## config.mk

```make
export PLATFORM = sky130hd
export DESIGN_NAME = stable_priority_queue
export DESIGN_NICKNAME = d
export VERILOG_FILES = /design/src/design/spq_pkg.sv /design/src/design/spq_front.sv /design/src/design/spq_back.sv /design/src/design/stable_priority_queue.sv
export VERILOG_INCLUDE_DIRS = /design/src /design/src/design
export SDC_FILE = /design/constraint.sdc
export NUM_CORES = 2
export LEC_CHECK = 0
export BUFFER_PORTS_ARGS = -buffer_cell sky130_fd_sc_hd__buf_4
export CORE_ASPECT_RATIO = 1.2
export CORE_MARGIN = 2
export CORE_UTILIZATION = 50
export DETAILED_ROUTE_END_ITERATION = 7
export HOLD_SLACK_MARGIN = 0.06
export PLACE_DENSITY = 0.66
export SYNTH_ARGS = -nofsm -noshare
export SYNTH_HDL_FRONTEND = slang
export SYNTH_SLANG_ARGS = --single-unit
```

## constraint.sdc

```tcl
create_clock -name clk -period 13.9 [get_ports clk]
set_input_delay 1.39 -clock clk [delete_from_list [all_inputs] [get_ports clk]]
set_output_delay 1.39 -clock clk [all_outputs]
set_load 0.05 [all_outputs]
```

## src/design/stable_priority_queue_defines.svh

```systemverilog
// Assertion macros used by the priority queue back end.
`ifndef STABLE_PRIORITY_QUEUE_DEFINES_SVH
`define STABLE_PRIORITY_QUEUE_DEFINES_SVH

// Property that must hold at every clock edge out of reset.
`define SPQ_ASSERT(label, prop, msg) \
	label: assert property (@(posedge clk) disable iff (!arst_n) (prop)) else $error(msg);

// Implication checked in the same cycle.
`define SPQ_ASSERT_IMPL(label, ante, cons, msg) \
	label: assert property (@(posedge clk) disable iff (!arst_n) (ante) |-> (cons)) else $error(msg);

// Implication checked in the next cycle.
`define SPQ_ASSERT_NEXT(label, ante, cons, msg) \
	label: assert property (@(posedge clk) disable iff (!arst_n) (ante) |=> (cons)) else $error(msg);

`endif

```

## src/design/spq_pkg.sv

```systemverilog
// Types and constants of the stable priority queue.
package spq_pkg;

	localparam int PRI_W = 8;
	localparam int PAY_W = 32;
	localparam int OCC_W = 5;
	// at most this many entries leave per bulk pop request
	localparam int MAX_RESULTS = 16;
	localparam int BULK_CNT_W = $clog2(MAX_RESULTS + 1);

	typedef enum logic [1:0] {
		OP_INSERT = 2'd0,
		OP_POP    = 2'd1,
		OP_REMOVE = 2'd2,
		OP_BULK   = 2'd3
	} op_t;

	typedef enum logic [1:0] {
		ST_REMOVED  = 2'd0,
		ST_INSERTED = 2'd1,
		ST_FULL     = 2'd2,
		ST_NONE     = 2'd3
	} status_t;

	typedef struct packed {
		op_t              op;
		logic [PRI_W-1:0] pri;
		logic [PAY_W-1:0] payload;
	} cmd_t;

	typedef struct packed {
		status_t          status;
		logic [PRI_W-1:0] pri;
		logic [PAY_W-1:0] payload;
		logic             last;
		logic [OCC_W-1:0] occupancy;
	} res_t;

endpackage

```

## src/design/spq_front.sv

```systemverilog
// Front end: decodes incoming items into commands and buffers them in a two-entry queue.
module spq_front (
	input  logic           clk,
	input  logic           arst_n,
	input  logic           in_valid,
	output logic           in_ready,
	input  logic [1:0]     in_op,
	input  logic [7:0]     in_pri,
	input  logic [31:0]    in_payload,
	output logic           cmd_valid,
	input  logic           cmd_ready,
	output spq_pkg::cmd_t  cmd
);

	spq_pkg::cmd_t slot_q [2];
	logic          wr_ptr_q;
	logic          rd_ptr_q;
	logic [1:0]    cnt_q;
	logic          push;
	logic          pop;
	spq_pkg::cmd_t dec;

	// classify the raw item
	always_comb begin
		dec.op      = spq_pkg::op_t'(in_op);
		dec.pri     = in_pri;
		dec.payload = in_payload;
	end

	assign in_ready  = (cnt_q != 2'd2);
	assign cmd_valid = (cnt_q != 2'd0);
	assign cmd       = slot_q[rd_ptr_q];
	assign push      = in_valid && in_ready;
	assign pop       = cmd_valid && cmd_ready;

	always_ff @(posedge clk) begin
		if (push) begin
			slot_q[wr_ptr_q] <= dec;
		end
	end

	always_ff @(posedge clk or negedge arst_n) begin
		if (!arst_n) begin
			wr_ptr_q <= 1'b0;
			rd_ptr_q <= 1'b0;
			cnt_q    <= 2'd0;
		end else begin
			if (push) begin
				wr_ptr_q <= !wr_ptr_q;
			end
			if (pop) begin
				rd_ptr_q <= !rd_ptr_q;
			end
			case ({push, pop})
				2'b10:   cnt_q <= cnt_q + 2'd1;
				2'b01:   cnt_q <= cnt_q - 2'd1;
				default: cnt_q <= cnt_q;
			endcase
		end
	end

endmodule

```

## src/design/spq_back.sv

```systemverilog
// Back end: sorted entry array, command execution and the output register.
`include "stable_priority_queue_defines.svh"

module spq_back #(
	parameter int DEPTH = 16
) (
	input  logic          clk,
	input  logic          arst_n,
	input  logic          cmd_valid,
	output logic          cmd_ready,
	input  spq_pkg::cmd_t cmd,
	output logic          res_valid,
	input  logic          res_ready,
	output spq_pkg::res_t res
);

	localparam int CW = $clog2(DEPTH + 1);

	typedef enum logic {
		S_IDLE,
		S_BULK
	} state_t;

	state_t                       state_q;
	state_t                       state_n;
	logic [CW-1:0]                count_q;
	logic [spq_pkg::PRI_W-1:0]    pri_q [DEPTH];
	logic [spq_pkg::PAY_W-1:0]    pay_q [DEPTH];
	logic [spq_pkg::PRI_W-1:0]    thr_q;
	logic [spq_pkg::PRI_W-1:0]    thr_n;
	logic [spq_pkg::BULK_CNT_W-1:0] n_q;
	logic [spq_pkg::BULK_CNT_W-1:0] n_n;
	logic                         res_valid_q;
	spq_pkg::res_t                res_q;
	spq_pkg::res_t                res_n;
	logic                         res_load;

	logic                         out_free;
	logic                         full;
	logic [spq_pkg::PRI_W-1:0]    key;
	logic [DEPTH-1:0]             keep;
	logic [DEPTH-1:0]             keep_prev;
	logic [DEPTH-1:0]             eq;
	logic [DEPTH-1:0]             from_match;
	logic                         any_eq;
	logic [spq_pkg::PAY_W-1:0]    match_pay;
	logic                         head_ok;
	logic                         next_ok;
	logic                         do_ins;
	logic                         do_rem;
	logic [DEPTH-1:0]             rem_mask;
	logic [CW-1:0]                count_n;
	logic [spq_pkg::PRI_W-1:0]    prev_pri [DEPTH];
	logic [spq_pkg::PAY_W-1:0]    prev_pay [DEPTH];
	logic [spq_pkg::PRI_W-1:0]    next_pri [DEPTH];
	logic [spq_pkg::PAY_W-1:0]    next_pay [DEPTH];

	assign out_free  = !res_valid_q || res_ready;
	assign full      = (count_q == CW'(DEPTH));
	assign key       = (state_q == S_BULK) ? thr_q : cmd.pri;
	assign res_valid = res_valid_q;
	assign res       = res_q;

	// parallel compare against every held entry
	always_comb begin
		logic seen;
		seen      = 1'b0;
		match_pay = '0;
		for (int i = 0; i < DEPTH; i++) begin
			keep[i]       = (CW'(i) < count_q) && (pri_q[i] <= cmd.pri);
			eq[i]         = (CW'(i) < count_q) && (pri_q[i] == cmd.pri);
			if (eq[i] && !seen) begin
				match_pay = pay_q[i];
			end
			from_match[i] = eq[i] || seen;
			seen          = seen || eq[i];
		end
		any_eq = seen;
	end

	// neighbor taps for shifting up and down
	always_comb begin
		prev_pri[0]  = cmd.pri;
		prev_pay[0]  = cmd.payload;
		keep_prev[0] = 1'b1;
		for (int i = 1; i < DEPTH; i++) begin
			prev_pri[i]  = pri_q[i-1];
			prev_pay[i]  = pay_q[i-1];
			keep_prev[i] = keep[i-1];
		end
		for (int i = 0; i < DEPTH - 1; i++) begin
			next_pri[i] = pri_q[i+1];
			next_pay[i] = pay_q[i+1];
		end
		next_pri[DEPTH-1] = pri_q[DEPTH-1];
		next_pay[DEPTH-1] = pay_q[DEPTH-1];
	end

	assign head_ok = (count_q != '0) && (pri_q[0] <= key);
	assign next_ok = (count_q > CW'(1)) && (pri_q[1] <= key);

	always_comb begin
		cmd_ready = 1'b0;
		do_ins    = 1'b0;
		do_rem    = 1'b0;
		rem_mask  = '1;
		res_load  = 1'b0;
		state_n   = state_q;
		n_n       = n_q;
		thr_n     = thr_q;
		count_n   = count_q;
		res_n     = '{status: spq_pkg::ST_NONE, pri: '0, payload: '0, last: 1'b1,
			occupancy: '0};
		unique case (state_q)
			S_IDLE: begin
				if (cmd_valid && out_free) begin
					cmd_ready = 1'b1;
					res_load  = 1'b1;
					unique case (cmd.op)
						spq_pkg::OP_INSERT: begin
							if (full) begin
								res_n.status = spq_pkg::ST_FULL;
							end else begin
								do_ins       = 1'b1;
								count_n      = count_q + CW'(1);
								res_n.status = spq_pkg::ST_INSERTED;
							end
						end
						spq_pkg::OP_POP: begin
							if (count_q != '0) begin
								do_rem        = 1'b1;
								count_n       = count_q - CW'(1);
								res_n.status  = spq_pkg::ST_REMOVED;
								res_n.pri     = pri_q[0];
								res_n.payload = pay_q[0];
							end
						end
						spq_pkg::OP_REMOVE: begin
							if (any_eq) begin
								do_rem        = 1'b1;
								rem_mask      = from_match;
								count_n       = count_q - CW'(1);
								res_n.status  = spq_pkg::ST_REMOVED;
								res_n.pri     = cmd.pri;
								res_n.payload = match_pay;
							end
						end
						spq_pkg::OP_BULK: begin
							if (head_ok) begin
								do_rem        = 1'b1;
								count_n       = count_q - CW'(1);
								res_n.status  = spq_pkg::ST_REMOVED;
								res_n.pri     = pri_q[0];
								res_n.payload = pay_q[0];
								res_n.last    = !(next_ok && (spq_pkg::MAX_RESULTS > 1));
								if (!res_n.last) begin
									state_n = S_BULK;
									n_n     = spq_pkg::BULK_CNT_W'(1);
									thr_n   = cmd.pri;
								end
							end
						end
					endcase
				end
			end
			S_BULK: begin
				// head is known to qualify: the previous step checked it
				if (out_free) begin
					res_load      = 1'b1;
					do_rem        = 1'b1;
					count_n       = count_q - CW'(1);
					res_n.status  = spq_pkg::ST_REMOVED;
					res_n.pri     = pri_q[0];
					res_n.payload = pay_q[0];
					res_n.last    = !(next_ok &&
						((n_q + spq_pkg::BULK_CNT_W'(1)) <
						spq_pkg::BULK_CNT_W'(spq_pkg::MAX_RESULTS)));
					n_n           = n_q + spq_pkg::BULK_CNT_W'(1);
					if (res_n.last) begin
						state_n = S_IDLE;
					end
				end
			end
		endcase
		res_n.occupancy = spq_pkg::OCC_W'(count_n);
	end

	// entry array: insert shifts the tail up, removal shifts it down
	always_ff @(posedge clk) begin
		for (int i = 0; i < DEPTH; i++) begin
			if (do_ins) begin
				if (!keep[i]) begin
					pri_q[i] <= keep_prev[i] ? cmd.pri : prev_pri[i];
					pay_q[i] <= keep_prev[i] ? cmd.payload : prev_pay[i];
				end
			end else if (do_rem && rem_mask[i]) begin
				pri_q[i] <= next_pri[i];
				pay_q[i] <= next_pay[i];
			end
		end
		if (res_load) begin
			res_q <= res_n;
		end
		thr_q <= thr_n;
	end

	always_ff @(posedge clk or negedge arst_n) begin
		if (!arst_n) begin
			state_q     <= S_IDLE;
			count_q     <= '0;
			n_q         <= '0;
			res_valid_q <= 1'b0;
		end else begin
			state_q <= state_n;
			count_q <= count_n;
			n_q     <= n_n;
			if (res_load) begin
				res_valid_q <= 1'b1;
			end else if (res_ready) begin
				res_valid_q <= 1'b0;
			end
		end
	end

	`SPQ_ASSERT(a_count_bound, count_q <= CW'(DEPTH), "entry count above depth")
	`SPQ_ASSERT_IMPL(a_bulk_cnt, state_q == S_BULK,
		(n_q != '0) && (n_q < spq_pkg::BULK_CNT_W'(spq_pkg::MAX_RESULTS)),
		"bulk pop counter out of range")
	`SPQ_ASSERT_IMPL(a_not_last, res_valid_q && !res_q.last, state_q == S_BULK,
		"non-final result outside a bulk pop")
	`SPQ_ASSERT_NEXT(a_ins_count, cmd_ready && (cmd.op == spq_pkg::OP_INSERT) && !full,
		count_q == $past(count_q) + CW'(1), "insert did not grow the queue")

endmodule

```

## src/design/stable_priority_queue.sv

```systemverilog
// Top level of the stable priority queue.
// Bounded queue of (priority, payload) entries held in ascending priority
// order, first in first out among equal priorities.
// Input channel s_*: s_tuser = operation (insert, pop head, remove by priority,
// bulk pop at or below threshold), s_tdata = priority_req and payload.
// Output channel m_*: m_tuser = status, m_tdata = removed priority, payload and
// occupancy, m_tlast marks the final result of one request.
// An accepted item is registered in the command queue, then executes straight
// into the output register once that register is free. Insert, pop and remove
// each give one result; a bulk pop emits one result per cycle while the
// receiver keeps up, up to 16, and holds off new commands until its final
// result. The single sorted shift array, which does one insert or one removal
// per cycle, sets these rates.
// Reset clears the entry count and both queues; stored entries keep garbage
// that is never read. When the receiver stalls, the output register holds its
// result, the execution stage waits, and the two-entry command queue keeps
// taking items until it fills, then drops s_tready.
module stable_priority_queue #(
	parameter int DEPTH = 16
) (
	input  logic        clk,
	input  logic        arst_n,
	input  logic        s_tvalid,
	output logic        s_tready,
	input  logic [39:0] s_tdata,  // [7:0] priority_req, [39:8] payload
	input  logic [1:0]  s_tuser,  // [1:0] operation
	output logic        m_tvalid,
	input  logic        m_tready,
	output logic [47:0] m_tdata,  // [7:0] out_priority, [39:8] out_payload,
	                              // [44:40] occupancy, [47:45] zero
	output logic [1:0]  m_tuser,  // [1:0] status
	output logic        m_tlast   // final result of the request
);

	logic          cmd_valid;
	logic          cmd_ready;
	spq_pkg::cmd_t cmd;
	spq_pkg::res_t res;

	spq_front u_front (
		.clk        (clk),
		.arst_n     (arst_n),
		.in_valid   (s_tvalid),
		.in_ready   (s_tready),
		.in_op      (s_tuser),
		.in_pri     (s_tdata[7:0]),
		.in_payload (s_tdata[39:8]),
		.cmd_valid  (cmd_valid),
		.cmd_ready  (cmd_ready),
		.cmd        (cmd)
	);

	spq_back #(
		.DEPTH (DEPTH)
	) u_back (
		.clk       (clk),
		.arst_n    (arst_n),
		.cmd_valid (cmd_valid),
		.cmd_ready (cmd_ready),
		.cmd       (cmd),
		.res_valid (m_tvalid),
		.res_ready (m_tready),
		.res       (res)
	);

	// pack the result item
	assign m_tdata = {3'b000, res.occupancy, res.payload, res.pri};
	assign m_tuser = res.status;
	assign m_tlast = res.last;

endmodule
```

==> flow_summary.ini <==
[outcome]
status = finished, final reports clean

[logic_synthesis]
synth_top_cell_by_area = edfxtp_1
synth_common_cells = edfxtp_1, nand2_1, o21ai_0, mux2i_1, clkbuf_1
yosys_most_used_dff = edfxtp_1
synthArstFlopShare = 0.0201
yosysUniqueCellTypes = 82
ys_warn_count = 0
seq_area_frac_synth = 0.518
synth_top_area_frac = 0.509
synth.most_common_cell = edfxtp_1
synth_edf_count = 780
ys_seq_elements = 796
syn_avg_cell_area_um2 = 10.9
netlist_area_um2 = 46000
yosys-top-cells-area = edfxtp_1, mux2i_1, o21ai_0
postSynthCellCount = 4234

[worst_setup_path]
cp.arrival_ns = 7.47
start_kind = flip-flop
end_kind = flip-flop
crit_required_ns = 14.18
crit_chain = buf_4 > mux2_2 > buf_4 > ha_1 > nand4_1 > a211o_1 > nand4_1 > nor4_4 > a21oi_4 > buf_4 > mux2i_4 > buf_4 > a21o_2
cpPeakStageDelay_ns = 1.10
path_delay_family = simple AND/OR/NAND/NOR gates
cpMostUsedCell = buf_4
path_buf_inv = 4
cp_slowest_cell = nor4_4
worstSetupPathType = reg2reg
crit_fanout = 81

[routing]
vias_per_cell = 6.75
drt_first_pass_iters = 7
drc = 0
wl_per_cell_um = 29.8
num_vias = 37100
wl_um = 164000
ant_nets = 0
first_iter_violations = 4437

[timing]
fin_worst_skew_ns = 0.0339
fin_crit_ns = 7.18
period_share = 0.517
max_freq_mhz = 139
rsz0062_at_grt = no
hold_viol_final = 0
maxSlewHeadroom = 0.142
drv_slew = 0
setup_viol = 0
worst_slew_pin_slew_ns = 1.28
setup-tns-final_ns = 0

[cts]
cts_sinks = 796
cts.path.max_buffers = 3
cts_tree = done
cts_setup_buffers = 0
clkLatencyLatePin_ns = 0.69
hold_buffers = 0
cts_root_buf = clkbuf_16
cts-resized-gates = 0
h-tree-depth = 3
clkTransAtPathRegs_ns = 0.07
cts_buffers = 85

[floorplan]
fp.dieH_um = 336
ios = 99
initial_core_util = 0.506
die-area_um2 = 94500
core_um2 = 91000
rows = 121
die_w_um = 281

[finish]
multi_input_area_um2 = 21200
syn_to_final_growth_pct = 10.9
layout.nets = 4394
ff_latch_area_um2 = 23800
drive_above_1_share = 0.124
antenna_cells = 0
nFillCells = 7855

[grt]
grt_max_degree = 82
grt_first_pass_wirelength_um = 236000
overflow = 0
antenna_found_initial = 3
grt_pass1_vias = 35600
grt_util_all_layers = 0.340

[place]
dpl.hpwl_um = 113000
port_buffers = 95
gp_congestion = 0.976

[hold_path]
holdCritPathClass = reg2reg

[flow_run]
cap_violations = 0
==> cell families (layout without fill, tap and decap cells) <==
family / count (synthesis) / in the layout / share of synthesized area
AO/OA/AOI/OAI: 1206 / 1206 / 0.162
XOR/XNOR: 11 / 11 / 0.00209
adder cells (fa/ha/maj): 150 / 150 / 0.0408
buffers and inverters: 374 / 405 / 0.0331
flip-flops: 796 / 796 / 0.518
multiplexers: 650 / 650 / 0.146
other: 1 / 3 / 0.0000815
AND/OR/NAND/NOR: 1046 / 1046 / 0.0987
==> metrics by stage <==
stage / cells / cell area, um2 / util / setup slack [ns] / hold WS (ns)
4_1_cts: 5497 / 51000 / 0.561 / 6.76 / 0.519
6_report: 5497 / 51000 / 0.561 / 6.72 / 0.529
2_1_floorplan: 4236 / 46000 / - / 6.63 / 0.461
5_1_grt: 5497 / 51000 / 0.561 / 6.39 / 0.545
3_5_place_dp: 5341 / 48200 / 0.530 / 6.80 / 0.511
3_3_place_gp: 5341 / 48200 / 0.530 / 7.02 / 0.500
==> per-layer routing <==
metal | vias up | global-route usage | share of wire
li1 | 16100 | - | -
met1 | 18300 | 0.395 | 0.35
met2 | 2126 | 0.562 | 0.48
met3 | 604 | 0.0538 | 0.076
met4 | 2 | 0.268 | 0.094
met5 | - | 0 | 0.000055
==> worst paths after layout <==
path / startpoint / to / slack (ns) / cells past startpoint
worst max-delay path: u_front.rd_ptr_q / u_back.pay_q[0][82] / 6.72 / 13
worst min-delay path: u_back.n_q[0] / u_back.n_q[0] / 0.53 / 1
worst max register to register: u_front.rd_ptr_q / u_back.pay_q[0][82] / 6.72 / 13
worst min register to register: u_back.n_q[0] / u_back.n_q[0] / 0.53 / 1
max in group asynchronous: arst_n / u_front.rd_ptr_q / 13.13 / 1
min in group asynchronous: arst_n / u_front.rd_ptr_q / 0.57 / 1
==> cell usage in the layout (no fill, tap or decap), types with 20 or more instances in the layout <==
master and count:
a21o_1 24, clkinv_1 23, ha_1 150, nor2_1 141
a22oi_1 37, mux2_2 108, o21a_1 33, a21oi_1 172
clkbuf_16 88, inv_1 35, nor3_1 69, o22ai_1 23
mux2i_1 529, buf_4 207, nand4_1 36, a222oi_1 37
edfxtp_1 780, o211ai_1 20, nand3_1 41, o21ai_0 570
o31ai_1 52, o221ai_1 22, nor2b_1 25, nand2_1 638
==> sequential cells by signal, indices dropped and copies added (netlist names) <==
signal and count:
u_front.rd_ptr_q 1, u_back.res 48, u_front.wr_ptr_q 1, u_back.res_valid 1, u_back.pri_q 128, u_front.slot_q 84, u_back.n_q 5, u_back.state_q 1
u_back.thr_q 8, u_front.cnt_q 2, u_back.count_q 5, u_back.pay_q 512
==> area by class of cell <==
| class | count | area share |
|---|---|---|
| inverter | 42 | 0.00309 |
| sequential | 796 | 0.467 |
| clock inverter | 50 | 0.0102 |
| tap | 1230 | 0.0302 |
| timing repair buffer | 207 | 0.0304 |
| clock buffer | 106 | 0.0445 |
| multi-input combinational | 3066 | 0.415 |
==> worst register-to-register path, cell delays in order (launching register included) <==
cell	delay, ns
dfrtp_2	0.34
buf_4	0.56
mux2_2	0.43
buf_4	0.29
ha_1	0.38
nand4_1	0.13
a211o_1	0.53
nand4_1	0.76
nor4_4	1.11
a21oi_4	0.11
buf_4	0.36
mux2i_4	0.25
buf_4	0.60
a21o_2	0.92
Power is left out: the tool's default activity adds up to more than one toggle a clock period on the data nets, which glitch-free logic cannot reach.
